===== src/rtl/wip_ram.sv =====
`timescale 1ns / 1ps
// ---------------------------------------------------------------------------
// wip_ram - generic single-port-write, single-port-read RAM
// One write and one registered read per cycle; read data holds between reads.
// ---------------------------------------------------------------------------
module wip_ram #(
  parameter int WIDTH = 8,
  parameter int DEPTH = 16
) (
  input  logic                     clk,
  input  logic                     wr_en,
  input  logic [$clog2(DEPTH)-1:0] wr_addr,
  input  logic [WIDTH-1:0]         wr_data,
  input  logic                     rd_en,
  input  logic [$clog2(DEPTH)-1:0] rd_addr,
  output logic [WIDTH-1:0]         rd_data
);

  logic [WIDTH-1:0] mem [DEPTH];
  logic [WIDTH-1:0] rd_data_r;

  // write port
  always_ff @(posedge clk) begin
    if (wr_en) begin
      mem[wr_addr] <= wr_data;
    end
  end

  // registered read port
  always_ff @(posedge clk) begin
    if (rd_en) begin
      rd_data_r <= mem[rd_addr];
    end
  end

  assign rd_data = rd_data_r;

endmodule


===== config.mk =====
export PLATFORM = sky130hd
export DESIGN_NAME = wip_ram
export DESIGN_NICKNAME = d
export VERILOG_FILES = /design/src/rtl/wip_ram.sv
export SDC_FILE = /design/constraint.sdc
export NUM_CORES = 1
export LEC_CHECK = 0
export BUFFER_PORTS_ARGS = -buffer_cell sky130_fd_sc_hd__buf_2
export CELL_PAD_IN_SITES_DETAIL_PLACEMENT = 1
export CELL_PAD_IN_SITES_GLOBAL_PLACEMENT = 2
export CORE_MARGIN = 1
export CORE_UTILIZATION = 50
export CTS_BUF_LIST = sky130_fd_sc_hd__clkbuf_4
export CTS_CLUSTER_SIZE = 12
export DETAILED_ROUTE_END_ITERATION = 6
export PLACE_DENSITY = 0.93
export SYNTH_ARGS = -nofsm -noshare
export SYNTH_HDL_FRONTEND = slang
export SYNTH_SLANG_ARGS = --single-unit
export TNS_END_PERCENT = 5

===== constraint.sdc =====
create_clock -name clk -period 2.13 [get_ports clk]
set_input_delay 0.426 -clock clk [delete_from_list [all_inputs] [get_ports clk]]
set_output_delay 0.426 -clock clk [all_outputs]
set_load 0.02 [all_outputs]

# Yosys cells after proc, flatten, opt, wreduce, memory -nomap -nowiden
# Memory sizes are Yosys's and may differ from the RTL's. A register that Yosys moved wholly into a read port is not among the register bits.
# Cells that the tools add are included.
# op_classes
muxes,2
# op_table
op,n
$mux W1,2
# word_totals
regBits,0
ramBits,128
input_bits,19
output_inout_bits,8
wordCells,3
n_memories,1
# memory_table
name,depth,word_bits,read_ports,rd_ports_with_merged_regs,write_ports,line_no,rtl
mem,16,8,1,1,1,19,logic [WIDTH-1:0] mem [DEPTH];

# Longest topological paths before layout
# Gate-level depths: netlist of run 1.
# depth
ltp_word,2
depth_mapped,5
depth_no_buf,3

# Least setup slack after synthesis of run 1
# No wires, ideal clock.
# synth_timing
path_kind,input -> register
startpoint,input port wr_addr[2]
endpoint,memory mem[0][0] (enable)
setup_ns,0.383
arrival_time_ns,1.536
t_required_ns,1.747
path_slack_ns,0.211
cell_stages,2
n_path_buf,0
cell_sequence,or3b_2 > nor3_1
# synth_lines
element,line_no,rtl
"start, declared",12,"input logic [$clog2(DEPTH)-1:0] wr_addr,"
"end, declared",19,
# No word-level cell before the write port.

==> results.md, run 1 <==
- Status: finished, final reports clean
- Overall Power: 5.019 mW
- Arrival time at the worst endpoint: 1900 ps
- Die width: 104.3 um
- Largest net degree at the start of global routing: 17
- Die height: 104.3 um
- Critical path's slowest cell: mux4_2
- Minimum setup slack among reg-to-reg paths: 480 ps
- Wire length per cell: 25.43 um
- Sink Count: 136
- Power Dens Cells: 848.8 mW/mm2
- Post-CTS Setup Inserts: 0
- Min-Delay Path Class: primary input to flop
- DR vias/cell: 5.800
- # setup viols final: 0
- Fmax: 0.6052 GHz
- Fillers: 884
- Worst Hold Margin: 283.8 ps
- H-tree Lvls: 4
- Rows: 36
- Reg-to-reg endpoint: rd_data[0]
- Syn nets: 248
- Placer Congestion: 0.7429
- Post-DRT Antenna Nets: 0
- Largest stage delay, worst path: 510 ps
- Fin. Hold Viols: 0
- Top delay family on crit path: multiplexers
- Layout cells sized above 1: 32.78%
- Top Ports: 27
- Initial antenna violation count: 0
- Die area: 0.01087 mm2
- Clk Latency, worst-skew pair: 520 ps
- Hpwl dp: 7.448 mm
- CTS Root Cell: clkbuf_4
- Starting density of the core: 52.51%
- Synth-to-Final Area Change: 13.12%
- Sequential share of the synthesized area: 78.12%
- Launch point of the worst path: mem[15][0]
- Post-route DRC violation count: 0
- TNS Setup: 0 ps
- Detailed-route wire length: 11.06 mm
- Leakage: 1.985 nW
- FF-to-FF Start: mem[15][0]
- Worst-Margin Slew: 380.9 ps
- 1st-iter DRT viols: 154
- Worst IR Drop VDD: 0.0003656 V
- Via count: 2,523
- Vias in the first global route: 2,738
- Post-CTS Resized: 0
- Grt total ovfl: 0
- Number of buffers created by CTS: 17
- Ant diodes: 0
- Critical path launch point type: flop
- Fin crit share: 77.58%
- Register bit total from synthesis: 136
- Critical Path Stages: 3
- DR pass1 iterations: 4
- Slew margin rel.: 74.61%
- CTS tree: done
- Yosys cell types: 18
- Synthesized area per cell: 22.83 um2
- Overall global routing resource usage: 22.60%
- Final slew viol count: 0
- Worst-path clk slew: 110 ps
- Mapped Area: 0.005228 mm2
- R2R depth: 3
- Data required, critical path: 2380 ps
- Gate Count Post-Synth: 229
- Layout Nets: 308
- Period minus WS final: 1652 ps
- Syn. warnings: 0
- Clock Path Buffers: 2
- Crit path buf inv count: 0
- MaxCap Viol Count: 0
- Most common cell after layout, fill and taps aside: edfxtp_1
- Global-route wire length before repair: 16.77 mm
- Crit-path max FO: 1
- Critical path class: flop to flop
- Crit-path cells: mux4_2 > a22oi_1 > nand2_1
- Clock Skew: 9.704 ps
- Most frequent cells in the layout: 136 x edfxtp_1, 26 x buf_2, 25 x buf_4
- Crit path capture: rd_data[0]
- Crit path capture type: flop
- Fin util: 59.40%
- CTS Hold Bufs: 0
- RSZ-0062 raised after global routing: false
- # port buffers: 26
- Core area: 0.009955 mm2
==> area by class of cell <==
class / instances / area (um2) / area share [%]
flip-flops and latches: 136 / 4084 / 69.06
multi-input cells: 83 / 1057 / 17.88
repair buffers: 51 / 317.8 / 5.375
well taps: 133 / 166.4 / 2.814
clock inverters: 15 / 160.2 / 2.708
clock buffers: 17 / 127.6 / 2.158
==> metal layers <==
| layer | vias to the layer above | wire length, um | global-route usage (%) |
|---|---|---|---|
| met5 | - | 0 | 0 |
| met4 | 0 | 150 | 7.959 |
| met3 | 14 | 574 | 6.203 |
| met2 | 77 | 5836 | 38.67 |
| met1 | 1331 | 4500 | 27.74 |
| li1 | 1101 | - | - |
==> flip-flops by register name, indices dropped and copies added (netlist names) <==
name	cells
mem	128
rd_data	8
==> power breakdown <==
group,switching [mW],internal [mW],total (mW)
Combinational,0.180,0.120,0.300
Clock,0.898,0.793,1.69
Sequential,0.0181,3.01,3.03
==> cell usage after synthesis <==
| master | n | area (um2) |
|---|---|---|
| mux4_1 | 14 | 367.9 |
| nor2b_1 | 1 | 6.260 |
| nand3_1 | 1 | 5.000 |
| or3b_2 | 1 | 8.760 |
| clkdlybuf4s25_2 | 3 | 30.03 |
| buf_2 | 3 | 15.01 |
| buf_4 | 1 | 7.510 |
| edfxtp_1 | 136 | 4084 |
| nand2_1 | 9 | 33.78 |
| buf_6 | 3 | 33.78 |
| nor3_1 | 4 | 20.02 |
| a22oi_1 | 16 | 120.1 |
| and2b_1 | 1 | 7.510 |
| mux4_2 | 18 | 405.4 |
| nand2b_1 | 2 | 12.51 |
| nand3b_1 | 2 | 15.01 |
| nor2_1 | 13 | 48.80 |
| and2_1 | 1 | 6.260 |
==> worst min-delay path by stage <==
stage                from         end  slack, ps  depth (start not counted)
2_1_floorplan  wr_data[0]   mem[0][0]        520                          0
3_3_place_gp    mem[7][3]  rd_data[3]        720                          3
3_5_place_dp    mem[0][5]  rd_data[5]        760                          3
4_1_cts             rd_en  rd_data[1]        250                          1
5_1_grt             rd_en  rd_data[0]        240                          1
6_report            rd_en  rd_data[3]        280                          1
==> metrics by stage <==
step / setup WS [ps] / cell area [um2] / std cells
after floorplan: 211.1 / 5228 / 229
after global placement: 76.99 / 5625 / 403
after detailed placement: -24.57 / 5625 / 403
after CTS: 443.0 / 5913 / 435
after global routing: 431.6 / 5913 / 435
final: 477.6 / 5913 / 435
==> logic make-up (layout without fill, tap and decap cells) <==
group / Yosys count / count (layout) / synth area share [%]
flip-flops: 136 / 136 / 78.12
buffers and inverters: 10 / 83 / 1.651
multiplexers: 32 / 32 / 14.79
AND/OR/NAND/NOR: 35 / 35 / 3.136
AO/OA/AOI/OAI: 16 / 16 / 2.298
Power figures use the tool's default switching activity.
==> inputs of run 2 (changes only) <==
==> constraint.sdc (replaced) <==
create_clock -name clk -period 1.64 [get_ports clk]
set_input_delay 0.328 -clock clk [delete_from_list [all_inputs] [get_ports clk]]
set_output_delay 0.328 -clock clk [all_outputs]
set_load 0.02 [all_outputs]
==> run 2 against run 1 <==
Effect of this change:
- count of clock-buffer cells in the layout unchanged
- core utilization is 0.54 points higher
- worst hold slack worse by 110 ps
- fmax rose by 5.6%
- sequential power rose by 30%
- clock skew up 4.8 ps
- highest routed layer unchanged
==> results.md, run 2 (synthesis results as in run 1) <==
- Largest net degree at the start of global routing: 17 (unchanged)
- Placer Congestion: 0.7159 (-3.6%)
- Synth-to-Final Area Change: 14.15%
- Crit path capture type: flop
- Wire length on met3: 651 um (+13%)
- Crit-path max FO: 1 (unchanged)
- Die height: 104.3 um (unchanged)
- Fin crit share: 95.41% (+18 points)
- Crit path buf inv count: 0 (unchanged)
- Slew margin rel.: 48.22% (-26 points)
- Critical path class: flop to flop
- Detailed-route wire length: 11.03 mm (-0.26%)
- Most frequent cells in the layout: 136 x edfxtp_1, 26 x buf_2, 22 x buf_4
- Wire length on met1: 4.616 mm (+2.6%)
- Fmax: 0.6391 GHz (+5.6%)
- TNS Setup: 0 ps (unchanged)
- Worst-path clk slew: 110 ps (about the same)
- Wire length per cell: 25.36 um (-0.26%)
- CTS Hold Bufs: 0 (unchanged)
- RSZ-0062 raised after global routing: false
- Post-route DRC violation count: 0 (unchanged)
- Worst Hold Margin: 171.0 ps (-112.7 ps)
- Largest stage delay, worst path: 560 ps (+50 ps)
- Placed Area: 0.005648 mm2 (+0.40%)
- Final slew viol count: 0 (unchanged)
- CTS tree: done
- Vias in the first global route: 2,634 (-3.8%)
- Final std cells w/o fill: 435 (unchanged)
- Clock Path Buffers: 2 (unchanged)
- DR vias/cell: 5.770 (-0.52%)
- Min-Delay Path Class: primary input to flop
- Power Dens Cells: 1119 mW/mm2 (+32%)
- Number of buffers created by CTS: 17 (unchanged)
- R2R depth: 3 (unchanged)
- H-tree Lvls: 4 (unchanged)
- Fin. Hold Viols: 0 (unchanged)
- Arrival time at the worst endpoint: 1830 ps (-70 ps)
- Critical path launch point type: flop
- Crit-path cells: mux4_1 > a22oi_2 > nand2_1
- # port buffers: 26 (unchanged)
- Uppermost layer routed: met4
- Period minus WS final: 1565 ps (-87.70 ps)
- Rows: 36 (unchanged)
- FF-to-FF Start: mem[0][1]
- Worst IR Drop VDD: 0.0005556 V (+52%)
- Clk Latency, worst-skew pair: 520 ps (about the same)
- Hold depth: 1 (unchanged)
- Fin area: 0.005967 mm2 (+0.91%)
- CTS Root Cell: clkbuf_4
- Starting density of the core: 52.51% (unchanged)
- Layout Nets: 307 (-0.32%)
- Overall global routing resource usage: 22.28% (-0.32 points)
- Hold Path Sink: rd_data[0]
- Post-CTS Setup Inserts: 0 (unchanged)
- Core area: 0.009955 mm2 (unchanged)
- Critical path's slowest cell: mux4_1
- Post-CTS Resized: 0 (unchanged)
- Fin util: 59.94% (+0.54 points)
- Reg-to-reg endpoint: rd_data[1]
- Die area: 0.01087 mm2 (unchanged)
- Grt total ovfl: 0 (unchanged)
- Status: finished, final reports clean
- Met2 wire len: 5.605 mm (-4.0%)
- Sink Count: 136 (unchanged)
- Largest register FFs: 128 (unchanged)
- Initial antenna violation count: 1 (+1)
- Clock Skew: 14.46 ps (+4.752 ps)
- Worst-Margin Slew: 773.8 ps (+392.9 ps)
- Hold_sp: rd_en
- Minimum setup slack among reg-to-reg paths: 80 ps (-400 ps)
- Most common cell after layout, fill and taps aside: edfxtp_1
- Leakage: 1.998 nW (+0.66%)
- DR pass1 iterations: 5 (+1)
- Global-route wire length before repair: 16.39 mm (-2.2%)
- Top reg by flops: mem
- Fillers: 873 (-1.2%)
- # setup viols final: 0 (unchanged)
- Data required, critical path: 1910 ps (-470 ps)
- MaxCap Viol Count: 0 (unchanged)
- Via count: 2,510 (-0.52%)
- Die width: 104.3 um (unchanged)
- Top Ports: 27 (unchanged)
- Hpwl dp: 7.358 mm (-1.2%)
- Layout cells sized above 1: 32.89% (+0.11 points)
- Top delay family on crit path: multiplexers
- 1st-iter DRT viols: 220 (+43%)
- Post-DRT Antenna Nets: 0 (unchanged)
- Placed insts: 402 (-0.25%)
==> run 2: layout make-up <==
| class | instances | area [um2] | area share [%] |
|---|---|---|---|
| clock inverters | 15 | 183.9 | 3.082 |
| flip-flops and latches | 136 | 4084 | 68.44 |
| repair buffers | 50 | 335.3 | 5.620 |
| well taps | 133 | 166.4 | 2.789 |
| clock buffers | 17 | 127.6 | 2.139 |
| diodes | 1 | 2.502 | 0.04194 |
| multi-input cells | 83 | 1067 | 17.89 |
==> run 2: through the flow <==
step / total power, mW / setup WS (ps)
2_1_floorplan: 4.223 / 29.59
3_5_place_dp: 4.411 / -389.2
6_report: 6.676 / 75.33
4_1_cts: 6.719 / 23.50
5_1_grt: 6.855 / 15.92
3_3_place_gp: 4.377 / -262.6
==> run 2: metal layers <==
layer  vias to the layer above  GRT usage (%)
met2                       101          35.38
met1                      1294          29.53
met5                         -              0
met4                         0          9.388
li1                       1102              -
met3                        13          5.764
==> run 2: worst max path at each step <==
stage	from	end	slack, ps	cells after the start
floorplan	rd_addr[0]	rd_data[1]	30	5
global placement	rd_addr[0]	rd_data[1]	-260	5
detailed placement	rd_addr[0]	rd_data[1]	-390	5
CTS	mem[0][1]	rd_data[1]	20	3
global route	mem[0][1]	rd_data[1]	20	3
finish	mem[0][1]	rd_data[1]	80	3
==> run 2: report_power, final <==
part	total, mW	internal, mW	switching (mW)
logic	0.391	0.162	0.230
clock network	2.35	1.18	1.17
registers	3.94	3.91	0.0253
